[src/sv/utf8v_pkg.sv]
package utf8v_pkg;

  localparam logic [7:0] CTRL_LIMIT        = 8'd32;
  localparam logic [7:0] ASCII_LIMIT       = 8'h80;
  localparam logic [7:0] CONT_MASK         = 8'hC0;
  localparam logic [7:0] CONT_MATCH        = 8'h80;
  localparam logic [7:0] LEAD2_MASK        = 8'hE0;
  localparam logic [7:0] LEAD2_MATCH       = 8'hC0;
  localparam logic [7:0] LEAD3_MASK        = 8'hF0;
  localparam logic [7:0] LEAD3_MATCH       = 8'hE0;
  localparam logic [7:0] LEAD4_MASK        = 8'hF8;
  localparam logic [7:0] LEAD4_MATCH       = 8'hF0;
  localparam logic [7:0] COUNT_MAX         = 8'hFF;
  localparam logic [7:0] NAME_BYTES_RESET  = 8'd63;
  localparam logic [7:0] CODE_POINTS_RESET = 8'd20;

  localparam logic REG_MAX_NAME_BYTES  = 1'b0;
  localparam logic REG_MAX_CODE_POINTS = 1'b1;

  typedef struct packed {
    logic [1:0] extra;
    logic       bad_lead;
    logic       is_cont;
  } lead_class_t;

  typedef struct packed {
    logic [7:0] max_name_bytes;
    logic [7:0] max_code_points;
  } limits_t;

endpackage

[src/sv/utf8v_lead_class.sv]
module utf8v_lead_class
  import utf8v_pkg::*;
(
  input  logic [7:0]  data_byte,
  output lead_class_t cls
);

  always_comb begin
    cls.is_cont  = (data_byte & CONT_MASK) == CONT_MATCH;
    cls.extra    = 2'd0;
    cls.bad_lead = 1'b0;
    if (data_byte < ASCII_LIMIT) begin
      cls.bad_lead = data_byte < CTRL_LIMIT;
    end else if ((data_byte & LEAD2_MASK) == LEAD2_MATCH) begin
      cls.extra = 2'd1;
    end else if ((data_byte & LEAD3_MASK) == LEAD3_MATCH) begin
      cls.extra = 2'd2;
    end else if ((data_byte & LEAD4_MASK) == LEAD4_MATCH) begin
      cls.extra = 2'd3;
    end else begin
      cls.bad_lead = 1'b1;
    end
  end

endmodule

[src/sv/utf8v_name_state.sv]
module utf8v_name_state
  import utf8v_pkg::*;
(
  input  logic        clk,
  input  logic        rst,
  input  logic        advance,
  input  logic        last,
  input  lead_class_t cls,
  input  limits_t     limits,
  output logic        ok
);

  logic [1:0] pending;
  logic [7:0] byte_count;
  logic [7:0] cp_count;
  logic       error_seen;

  logic [1:0] pending_next;
  logic [7:0] byte_count_next;
  logic [7:0] cp_count_next;
  logic       error_seen_next;

  always_comb begin
    error_seen_next = error_seen;
    pending_next    = pending;
    cp_count_next   = cp_count;
    byte_count_next = byte_count;

    if (byte_count == COUNT_MAX) begin
      error_seen_next = 1'b1;
    end else begin
      byte_count_next = byte_count + 8'd1;
    end

    if (pending != 2'd0) begin
      if (!cls.is_cont) begin
        error_seen_next = 1'b1;
      end
      pending_next = pending - 2'd1;
    end else if (cls.bad_lead) begin
      error_seen_next = 1'b1;
    end else begin
      pending_next = cls.extra;
      if (cp_count == COUNT_MAX) begin
        error_seen_next = 1'b1;
      end else begin
        cp_count_next = cp_count + 8'd1;
      end
    end

    ok = !error_seen_next && (pending_next == 2'd0)
      && (byte_count_next <= limits.max_name_bytes)
      && (cp_count_next != 8'd0)
      && (cp_count_next <= limits.max_code_points);
  end

  always_ff @(posedge clk) begin
    if (rst) begin
      pending    <= 2'd0;
      byte_count <= 8'd0;
      cp_count   <= 8'd0;
      error_seen <= 1'b0;
    end else if (advance) begin
      if (last) begin
        pending    <= 2'd0;
        byte_count <= 8'd0;
        cp_count   <= 8'd0;
        error_seen <= 1'b0;
      end else begin
        pending    <= pending_next;
        byte_count <= byte_count_next;
        cp_count   <= cp_count_next;
        error_seen <= error_seen_next;
      end
    end
  end

`ifndef SYNTH
  a_clear_after_last: assert property (@(posedge clk) disable iff (rst)
    advance && last |=> pending == 2'd0 && byte_count == 8'd0
      && cp_count == 8'd0 && !error_seen)
    else $error("name state not cleared after final byte");

  a_cp_le_bytes: assert property (@(posedge clk) disable iff (rst)
    cp_count <= byte_count)
    else $error("code point count exceeds byte count");

  a_pending_has_lead: assert property (@(posedge clk) disable iff (rst)
    pending != 2'd0 |-> cp_count != 8'd0)
    else $error("continuations pending without a lead byte");
`endif

endmodule

[src/sv/utf8_name_validator.sv]
// Result path: after the final byte's transaction, the input register and then the result
// register are loaded before m_tvalid rises.
// Throughput: one byte per cycle; the input register, per-byte state update and
// result register form a single pass, stalled only when a result waits on m_tready.
// Reset (rst, synchronous): clears all name state and the valid bits of both pipeline
// registers, and loads max_name_bytes = 63, max_code_points = 20.
module utf8_name_validator
  import utf8v_pkg::*;
(
  input  logic       clk,
  input  logic       rst,
  input  logic       s_tvalid,
  output logic       s_tready,
  input  logic [7:0] s_tdata,   // [7:0] data_byte
  input  logic       s_tlast,   // end_of_name
  output logic       m_tvalid,
  input  logic       m_tready,
  output logic [7:0] m_tdata,   // [0] name_ok, [7:1] zero
  input  logic       cfg_we,
  input  logic       cfg_addr,
  input  logic [7:0] cfg_data
);

  limits_t     limits;
  logic        in_vld;
  logic [7:0]  in_byte;
  logic        in_last;
  logic        advance;
  logic        ok;
  logic        out_vld;
  logic        out_ok;
  lead_class_t cls;

  always_ff @(posedge clk) begin
    if (rst) begin
      limits.max_name_bytes  <= NAME_BYTES_RESET;
      limits.max_code_points <= CODE_POINTS_RESET;
    end else if (cfg_we) begin
      unique case (cfg_addr)
        REG_MAX_NAME_BYTES:  limits.max_name_bytes  <= cfg_data;
        REG_MAX_CODE_POINTS: limits.max_code_points <= cfg_data;
        default: ;
      endcase
    end
  end

  assign advance  = in_vld && (!in_last || !out_vld || m_tready);
  assign s_tready = !in_vld || advance;

  always_ff @(posedge clk) begin
    if (rst) begin
      in_vld <= 1'b0;
    end else if (s_tready) begin
      in_vld <= s_tvalid;
    end
  end

  always_ff @(posedge clk) begin
    if (s_tready && s_tvalid) begin
      in_byte <= s_tdata;
      in_last <= s_tlast;
    end
  end

  utf8v_lead_class u_class (
    .data_byte (in_byte),
    .cls       (cls)
  );

  utf8v_name_state u_state (
    .clk     (clk),
    .rst     (rst),
    .advance (advance),
    .last    (in_last),
    .cls     (cls),
    .limits  (limits),
    .ok      (ok)
  );

  always_ff @(posedge clk) begin
    if (rst) begin
      out_vld <= 1'b0;
    end else if (advance && in_last) begin
      out_vld <= 1'b1;
    end else if (m_tready) begin
      out_vld <= 1'b0;
    end
  end

  always_ff @(posedge clk) begin
    if (advance && in_last) begin
      out_ok <= ok;
    end
  end

  assign m_tvalid = out_vld;
  assign m_tdata  = {7'd0, out_ok};

`ifndef SYNTH
  a_stall_only_on_result: assert property (@(posedge clk) disable iff (rst)
    in_vld && !advance |-> in_last && out_vld && !m_tready)
    else $error("input stage stalled without a waiting result");
`endif

endmodule
[config.mk]
export PLATFORM = sky130hd
export DESIGN_NAME = utf8_name_validator
export DESIGN_NICKNAME = d
export VERILOG_FILES = /design/src/sv/utf8v_pkg.sv /design/src/sv/utf8v_lead_class.sv /design/src/sv/utf8v_name_state.sv /design/src/sv/utf8_name_validator.sv
export SDC_FILE = /design/constraint.sdc
export NUM_CORES = 1
export LEC_CHECK = 0
export ABC_AREA = 1
export BUFFER_PORTS_ARGS = -buffer_cell sky130_fd_sc_hd__clkbuf_2
export CORE_ASPECT_RATIO = 0.8
export CORE_UTILIZATION = 46
export CTS_CLUSTER_DIAMETER = 60
export DETAILED_ROUTE_END_ITERATION = 10
export GPL_TIMING_DRIVEN = 0
export PLACE_DENSITY = 0.68
export SLEW_MARGIN = 20
export SYNTH_ARGS = -nofsm -noshare
export SYNTH_HDL_FRONTEND = slang
export SYNTH_SLANG_ARGS = --single-unit
[constraint.sdc]
create_clock -name clk -period 2.28 [get_ports clk]
set_input_delay 0.228 -clock clk [delete_from_list [all_inputs] [get_ports clk]]
set_output_delay 0.228 -clock clk [all_outputs]
set_load 0.01 [all_outputs]
==> results of run 1 <==
==> registers in the layout (all words and copies together) (netlist names) <==
| name | count |
|---|---|
| m_tvalid | 1 |
| in_vld | 1 |
| u_state.byte_count | 8 |
| u_state.cp_count | 8 |
| u_state.error_seen | 1 |
| u_state.pending | 2 |
| in_last | 1 |
| out_ok | 1 |
| limits | 16 |
| in_byte | 5 |
==> synth_stat cells (6+ instances only) <==
cell type  instances
o21ai_0           14
nand4_1            7
clkbuf_1           6
nand2_1          101
nor2_1            24
buf_4              8
a21oi_1           39
nand3_1           15
ha_1              18
inv_1             55
edfxtp_1           7
dfxtp_1           37
o211ai_1           8
==> layer usage <==
metal | global-route usage [%] | vias to the layer above | routed length, um
li1 | - | 1309 | -
met3 | 3.783 | 2 | 255
met2 | 32.29 | 56 | 2874
met4 | 3.279 | 0 | 21
met5 | 0 | - | 0
met1 | 29.44 | 1139 | 2973
==> power groups by stage <==
stage	registers, mW	clock network (mW)	logic (mW)
global placement	0.852	0	0.195
detailed placement	0.852	0	0.200
floorplan	0.849	0	0.144
finish	0.833	0.471	0.251
global route	0.837	0.515	0.281
CTS	0.833	0.477	0.219
==> logic make-up (layout without fill, tap and decap cells) <==
| logic type | Yosys count | after routing |
|---|---|---|
| simple gates | 166 | 166 |
| compound gates | 70 | 70 |
| buf+inv | 73 | 120 |
| xor+xnor | 5 | 5 |
| other cells | 1 | 7 |
| flops | 44 | 44 |
| fa+ha+maj | 18 | 18 |
==> final cells by class <==
type,instances,share of cell area (%)
Tap cell,78,2.914
Multi-Input combinational cell,266,49.31
Clock inverter,1,0.1494
Timing Repair Buffer,39,7.546
Inverter,57,6.388
Buffer,16,2.764
Clock buffer,7,2.279
Sequential cell,44,28.65
==> metrics by stage <==
stage | setup TNS (ps) | utilization, % | setup slack (ps)
after floorplan | 0 | - | 13.52
after global routing | -255.1 | 60.62 | -255.1
after CTS | -62.14 | 57.38 | -62.14
final | -94.41 | 60.62 | -94.41
after detailed placement | -296.4 | 52.69 | -296.4
after global placement | -273.0 | 52.69 | -273.0
==> path summary, 6_finish.rpt <==
path,startpoint,to,slack (ps),cells past startpoint
worst max-delay path,in_byte[6]$_DFFE_PP_,out_ok$_DFFE_PP_,-90,13
worst min register to register,limits[1]$_SDFFE_PP0P_,limits[1]$_SDFFE_PP0P_,470,2
worst max register to register,in_byte[6]$_DFFE_PP_,out_ok$_DFFE_PP_,-90,13
worst min-delay path,s_tdata[4],in_byte[4]$_DFFE_PP_,110,1
==> repair_timing <==
item / CTS / global route
setup endpoints to repair: 1 / 1
pin swaps: 15 / 22
gates resized for setup: 22 / 36
buffers inserted: 13 / 4
==> impl_metrics.ini, run 1 <==
[route]
vias = 2506
drcViolationCount = 0
dr.pass1.iters = 4
routed_wl_um = 6124
dr.first_iter.drc_count = 72
wl_per_cell_um = 12.06
via_per_inst = 4.933
ant_nets = 0

[yosys]
ys_seq_elements = 44
synth-main-ff-cell = dfxtp_1
synthSimpleGateAreaFrac_pct = 27.16
synth_area_leaders = dfxtp_1 (28%), nand2_1 (14%), ha_1 (8.4%)
synthAdderAreaFrac_pct = 8.415
ys_warn_count = 0
syn-instance-count = 377
synth_top_area_share_pct = 27.68
synthArstFlopShare_pct = 0
synthXorXnorAreaFrac_pct = 1.636
ys_seq_area_share_pct = 35.53
synth_compound_area_share_pct = 15.66
synth_top_family_by_area = simple AND/OR/NAND/NOR gates
yosysTopAreaCell = dfxtp_1
muxShareOfSynthArea_pct = 0
synth_area_um2 = 2676
synth_area_per_cell_um2 = 7.099
synth.distinct_cells = 35
synth_edf_count = 7

[cts]
clockRootBuffer = clkbuf_8
path_clk_slew_ps = 80
clockBufferDepth = 2
hold_buffers = 0
clkLatencyLatePin_ps = 290
cts_sinks = 44
cts_tree = built
numCtsBuffers = 5
cts.htree.levels = 2

[place]
routabilityCongestion = 0.8628
dpl.hpwl_um = 4408
dpl_cell_area_um2 = 2912
portBuffers = 22
dp_cells = 483

[timing]
worstMarginPinSlew_ps = 510.2
hold_viol = 0
period_share_pct = 104.1
max_freq_ghz = 0.4212
hold_ws_ps = 113.5
rsz0062_at_grt = true
slew_headroom_pct = 65.98
fin_crit_ps = 2374
setup_slack_ps = -94.41
finClkSkew_ps = 9.284
drv_slew = 0
setup_viol = 1

[critical_path]
crit_arrival_ps = 2410
critical_path.top_delay_family = compound AO/OA/AOI/OAI gates
critPathKind = flop to flop
endpoint_kind = flop
critPathBufInv = 1
crit_slowest_cell = edfxtp_1
cp_max_fo = 6
max_stage_delay_ps = 450
crit_path_start_kind = flop
cp.required_ps = 2320
crit_chain = buf_6, a21oi_4, a21oi_4, nand3_1, nand2_1, ha_1, a21oi_2, o21ai_2, nand2_1, a21oi_2, nor2_1, nand3_1, nor2_1

[global_route]
grt_pass1_wl_um = 9984
grt.overflow.total = 0
track_usage_pct = 20.45
grt_max_degree = 14
grt_pass1_vias = 2227
antenna_found_initial = 0

[power]
power_frac_comb_pct = 16.1
leakagePower_nw = 1.513
power_density_nw_per_um2 = 464.2
total_power_mw = 1.555
power_frac_seq_pct = 53.6
internal_power_mw = 1.137
clockPowerShare_pct = 30.3
p_sw_mw = 0.4182
switching_share_pct = 26.90
ir_drop_v = 0.0003673

[floorplanning]
initial_core_util_pct = 48.44
die_x_um = 87.28
dieArea_um2 = 6129
dieHeight_um = 70.23
core_area_um2 = 5525
num_rows = 24
io_pins = 33

[cells_and_area]
fillCellCount = 538
final_nets = 470
stdcell_area_um2 = 3349
multiInputGateArea_um2 = 1652
regArea_um2 = 959.7
instances_no_fill = 508
area_delta_synth_final_pct = 25.15
diodes = 0
final_cell_mix = nand2_1 (92), inv_1 (49), a21oi_1 (35)
final_common_cell = nand2_1
drive_above_1_share_pct = 26.98

[status]
violations = negative setup slack
status = finished with violations

[min_path]
min_path_type = input pin to flop

[flow_run]
drv_cap = 0
No activity file was read; power rests on OpenSTA's default activity.
==> run 2, diff against run 1 <==
CORE_UTILIZATION = 52   (was 46)
PLACE_DENSITY = 0.75   (was 0.68)
TNS_END_PERCENT = 20   (was default)
==> impl_metrics.ini, run 2 (synthesis results as in run 1) <==
[status]
status = finished with violations
violations = negative setup slack

[timing]
setup_viol = 1
hold_viol = 0
max_freq_ghz = 0.4197
setup_slack_ps = -102.8
fin_crit_ps = 2383
drv_slew = 0
period_share_pct = 104.5
finClkSkew_ps = 9.980
rsz0062_at_grt = true

[critical_path]
crit_chain = buf_6, nor2_4, a21oi_4, buf_6, nand4_1, nand2_1, inv_1, ha_2, inv_1, a21oi_1, o21ai_1, nand2_1, a21oi_2, nor2_1, nand3_1, nor2_1
crit_slowest_cell = edfxtp_1
crit_path_start_kind = flop
cp_max_fo = 7
max_stage_delay_ps = 420
endpoint_kind = flop
cp.required_ps = 2340
crit_arrival_ps = 2440
critPathBufInv = 4
critPathKind = flop to flop
critical_path.top_delay_family = compound AO/OA/AOI/OAI gates

[floorplanning]
num_rows = 22
initial_core_util_pct = 56.20
dieHeight_um = 66.17
dieArea_um2 = 5439
core_area_um2 = 4762
die_x_um = 82.21
io_pins = 33

[place]
dp_cells = 465
dpl.hpwl_um = 4317
routabilityCongestion = 0.8154
portBuffers = 22
dpl_cell_area_um2 = 2889

[power]
p_sw_mw = 0.4372
clockPowerShare_pct = 38.3
power_density_nw_per_um2 = 521.8
internal_power_mw = 1.313
power_frac_comb_pct = 14.1
leakagePower_nw = 1.521
power_frac_seq_pct = 47.6
ir_drop_v = 0.0006676
switching_share_pct = 24.98

[route]
dr.pass1.iters = 4
drcViolationCount = 0
vias = 2564
wl_per_cell_um = 12.55
dr.first_iter.drc_count = 164
via_per_inst = 5.211
ant_nets = 0
routed_wl_um = 6174

[cts]
cts_tree = built
cts.htree.levels = 2
clkLatencyLatePin_ps = 300
clockRootBuffer = clkbuf_8
cts_sinks = 44
numCtsBuffers = 5
path_clk_slew_ps = 80
hold_buffers = 0
clockBufferDepth = 2

[min_path]
min_path_type = input pin to flop

[global_route]
grt_pass1_vias = 2379
track_usage_pct = 25.69
grt_pass1_wl_um = 10620
grt_max_degree = 15
antenna_found_initial = 0
grt.overflow.total = 0

[cells_and_area]
instances_no_fill = 492
final_cell_mix = nand2_1 (93), inv_1 (51), a21oi_1 (37)
area_delta_synth_final_pct = 25.34
final_util_pct = 70.44
stdcell_area_um2 = 3354
largest_register = limits
reg.largest.list = limits: 16 flops, u_state.byte_count: 8 flops, u_state.cp_count: 8 flops
final_common_cell = nand2_1
diodes = 0
largest_reg_flops = 16
drive_above_1_share_pct = 25.46
final_nets = 472

[flow_run]
drv_cap = 0
[run 2: what timing repair did]
action / in CTS / in global routing
buffers inserted: 15 / 4
gates resized for setup: 38 / 4
hold endpoints to repair: 0 / 0
pin swaps: 18 / 10
setup endpoints to repair: 1 / 1
[run 2: power groups by stage]
| stage | clock, mW | sequential (mW) | combinational (mW) |
|---|---|---|---|
| 2_1_floorplan | 0 | 0.849 | 0.144 |
| 3_3_place_gp | 0 | 0.852 | 0.193 |
| 3_5_place_dp | 0 | 0.853 | 0.198 |
| 4_1_cts | 0.670 | 0.833 | 0.235 |
| 5_1_grt | 0.707 | 0.838 | 0.278 |
| 6_report | 0.670 | 0.833 | 0.247 |
[run 2: worst paths after layout]
| path | cells past startpoint | start | slack, ps | end |
|---|---|---|---|---|
| max | 16 | in_byte[6]$_DFFE_PP_ | -100 | out_ok$_DFFE_PP_ |
| min | 1 | s_tdata[5] | 100 | in_byte[5]$_DFFE_PP_ |
| min reg2reg | 2 | u_state.error_seen$_SDFFE_PP0P_ | 470 | u_state.error_seen$_SDFFE_PP0P_ |
| max reg2reg | 16 | in_byte[6]$_DFFE_PP_ | -100 | out_ok$_DFFE_PP_ |
[run 2: final cells by class]
class                   instances  area (um^2)
inverters                      57        215.2
repair buffers                 41        264.0
multi-input cells             266         1624
clock inverters                 1        30.03
plain buffers                  16        92.59
well taps                      60        75.07
flip-flops and latches         44        955.9
fillers                       400         1408
clock buffers                   7        97.59
[run 2: per-stage QoR]
stage	setup slack (ps)	total power, mW	TNS, ps	hold WS, ps
final	-102.8	1.750	-102.8	98.67
after global routing	-249.7	1.823	-249.7	88.88
after CTS	-40.45	1.739	-40.45	98.73
after detailed placement	-259.7	1.051	-259.7	406.6
after global placement	-255.4	1.044	-255.4	404.8
after floorplan	13.52	0.9932	0	326.9
[run 2: routing by layer]
layer	global-route usage [%]	share of wire, %	vias to the layer above	routed length (um)
met1	34.94	48	1164	2949
met3	4.966	6.3	7	388
li1	-	-	1311	-
met4	6.798	1.1	0	65
met5	0	0	-	0
met2	41.22	45	82	2769
[run 2: worst register-to-register path: stages, from the launching register on]
cell and delay, ps:
edfxtp_1 420, buf_6 130, nor2_4 30, a21oi_4 290, buf_6 160, nand4_1 100
nand2_1 120, inv_1 70, ha_2 160, inv_1 40, a21oi_1 50, o21ai_1 150
nand2_1 80, a21oi_2 160, nor2_1 60, nand3_1 70, nor2_1 50
==> run 3, diff against run 2 <==
CORE_ASPECT_RATIO = default   (was 0.8)
CORE_MARGIN = 2   (was default)
==> impl_metrics.ini, run 3 (synthesis results as in run 1) <==
[critical_path]
r2r_setup_slack_ps = -40
endpoint_kind = flop
r2r-end = out_ok$_DFFE_PP_
crit_path_start_kind = flop
ff2ff_path_depth = 16
crit_arrival_ps = 2380
cp.required_ps = 2340
regToRegStartpoint = u_state.cp_count[0]$_SDFFE_PP0P_
cp_max_fo = 6
critPathKind = flop to flop

[min_path]
hold_depth = 1
worstHoldEndpoint = in_byte[5]$_DFFE_PP_
min_path_type = input pin to flop
hold_path.startpoint = s_tdata[5]

[cells_and_area]
final_nets = 464
diodes = 0
area_delta_synth_final_pct = 21.51
final_util_pct = 64.49
drive_above_1_share_pct = 22.41
final_common_cell = nand2_1
largest_reg_flops = 16
final_cell_mix = nand2_1 (96), inv_1 (53), a21oi_1 (37)
largest_register = limits
reg.largest.list = limits: 16 flops, u_state.byte_count: 8 flops, u_state.cp_count: 8 flops
instances_no_fill = 494

[place]
dp_cells = 475
dpl.hpwl_um = 4278
portBuffers = 22
routabilityCongestion = 0.8874
dpl_worst_slack_ps = -331.1

[route]
vias = 2496
drcViolationCount = 0
dr.first_iter.drc_count = 113
wl_per_cell_um = 11.48
routed_wl_um = 5672
dr.pass1.iters = 4
via_per_inst = 5.053
ant_nets = 0

[cts]
cts_tree = built
hold_buffers = 0
cts.htree.levels = 2
cts_sinks = 44
numCtsBuffers = 5
clkLatencyLatePin_ps = 300
path_clk_slew_ps = 90
clockRootBuffer = clkbuf_8
clockBufferDepth = 2

[floorplanning]
num_rows = 26
initial_core_util_pct = 53.08
dieHeight_um = 75.74
core_area_um2 = 5042
io_pins = 33
dieArea_um2 = 5737
die_x_um = 75.74

[flow_run]
drv_cap = 0

[global_route]
grt_pass1_vias = 2333
track_usage_pct = 21.69
grt.overflow.total = 0
antenna_found_initial = 0
grt_max_degree = 15
grt_pass1_wl_um = 9660

[timing]
max_freq_ghz = 0.4307
hold_ws_ps = 99.01
hold_viol = 0
setup_viol = 1
setup_tns_ps = -41.85
setup_slack_ps = -41.85
period_share_pct = 101.8
drv_slew = 0
fin_crit_ps = 2322
finClkSkew_ps = 9.882
rsz0062_at_grt = true

[status]
status = finished with violations
violations = negative setup slack

[power]
ir_drop_v = 0.0004377
power_density_nw_per_um2 = 539.6
leakagePower_nw = 1.496
[run 3: changes by cell type in the layout (fill, tap and decap cells not counted), moves of 2 or more]
cell	delta
buf_4	-5
ha_1	+4
ha_4	-4
buf_6	-3
nand2_1	+3
nand2_2	-3
inv_1	+2
inv_2	-2
nand3_2	+2
[run 3: report_power, final]
group / internal [mW] / switching (mW) / leakage [nW]
Clock: 0.438 / 0.265 / 0.0654
Combinational: 0.0833 / 0.135 / 1.06
Sequential: 0.818 / 0.0153 / 0.373
[run 3: metal layers]
layer / GRT usage [%] / vias to the layer above / part of all wire [%]
met3: 4.101 / 8 / 4.4
met2: 36.78 / 48 / 48
li1: - / 1299 / -
met4: 6.628 / 0 / 1.3
met1: 27.96 / 1141 / 46
met5: 0 / - / 0
[run 3: how the worst max path moves through the flow]
stage | endpoint | cells past startpoint | slack (ps) | from
global placement | out_ok$_DFFE_PP_ | 15 | -280 | u_state.byte_count[0]$_SDFFE_PP0P_
global route | out_ok$_DFFE_PP_ | 14 | -200 | in_byte[6]$_DFFE_PP_
detailed placement | out_ok$_DFFE_PP_ | 15 | -330 | u_state.byte_count[0]$_SDFFE_PP0P_
floorplan | out_ok$_DFFE_PP_ | 15 | 10 | u_state.byte_count[0]$_SDFFE_PP0P_
CTS | out_ok$_DFFE_PP_ | 15 | -40 | in_byte[6]$_DFFE_PP_
finish | out_ok$_DFFE_PP_ | 16 | -40 | u_state.cp_count[0]$_SDFFE_PP0P_
[run 3: repair_timing]
action | in CTS | in global routing
gates resized for setup | 25 | 7
pin swaps | 15 | 11
cloned | 0 | 0
hold endpoints to repair | 0 | 0
setup buffers | 10 | 1
endpoints found under the setup margin | 1 | 1
[run 3: critical path, cell delays in order (launching register included)]
cell and delay, ps:
dfxtp_4 380, ha_2 190, nand2_2 90, nor2_4 120, nand2_2 120, nand2_2 100, nor2_1 50, nand2_1 80
nand2_2 80, ha_1 310, nand4_1 150, inv_1 80, nand2_1 60, a21oi_2 140, nor2_1 50, nand3_1 60
nor2_1 40
[run 3: layout make-up]
class                           instances  area (um^2)
Sequential cell                        44        958.4
Clock inverter                          2        60.06
Tap cell                               70        87.58
Fill cell                             420         1790
Multi-Input combinational cell        266         1573
Timing Repair Buffer                   33        192.7
Buffer                                 16        92.59
Clock buffer                            6        72.57
Inverter                               57        215.2
[run 3: through the flow]
step	power (mW)	area (um^2)
final	1.755	3252
after global routing	1.822	3252
after CTS	1.762	3214
after detailed placement	1.052	2902
after global placement	1.044	2902
after floorplan	0.9932	2704
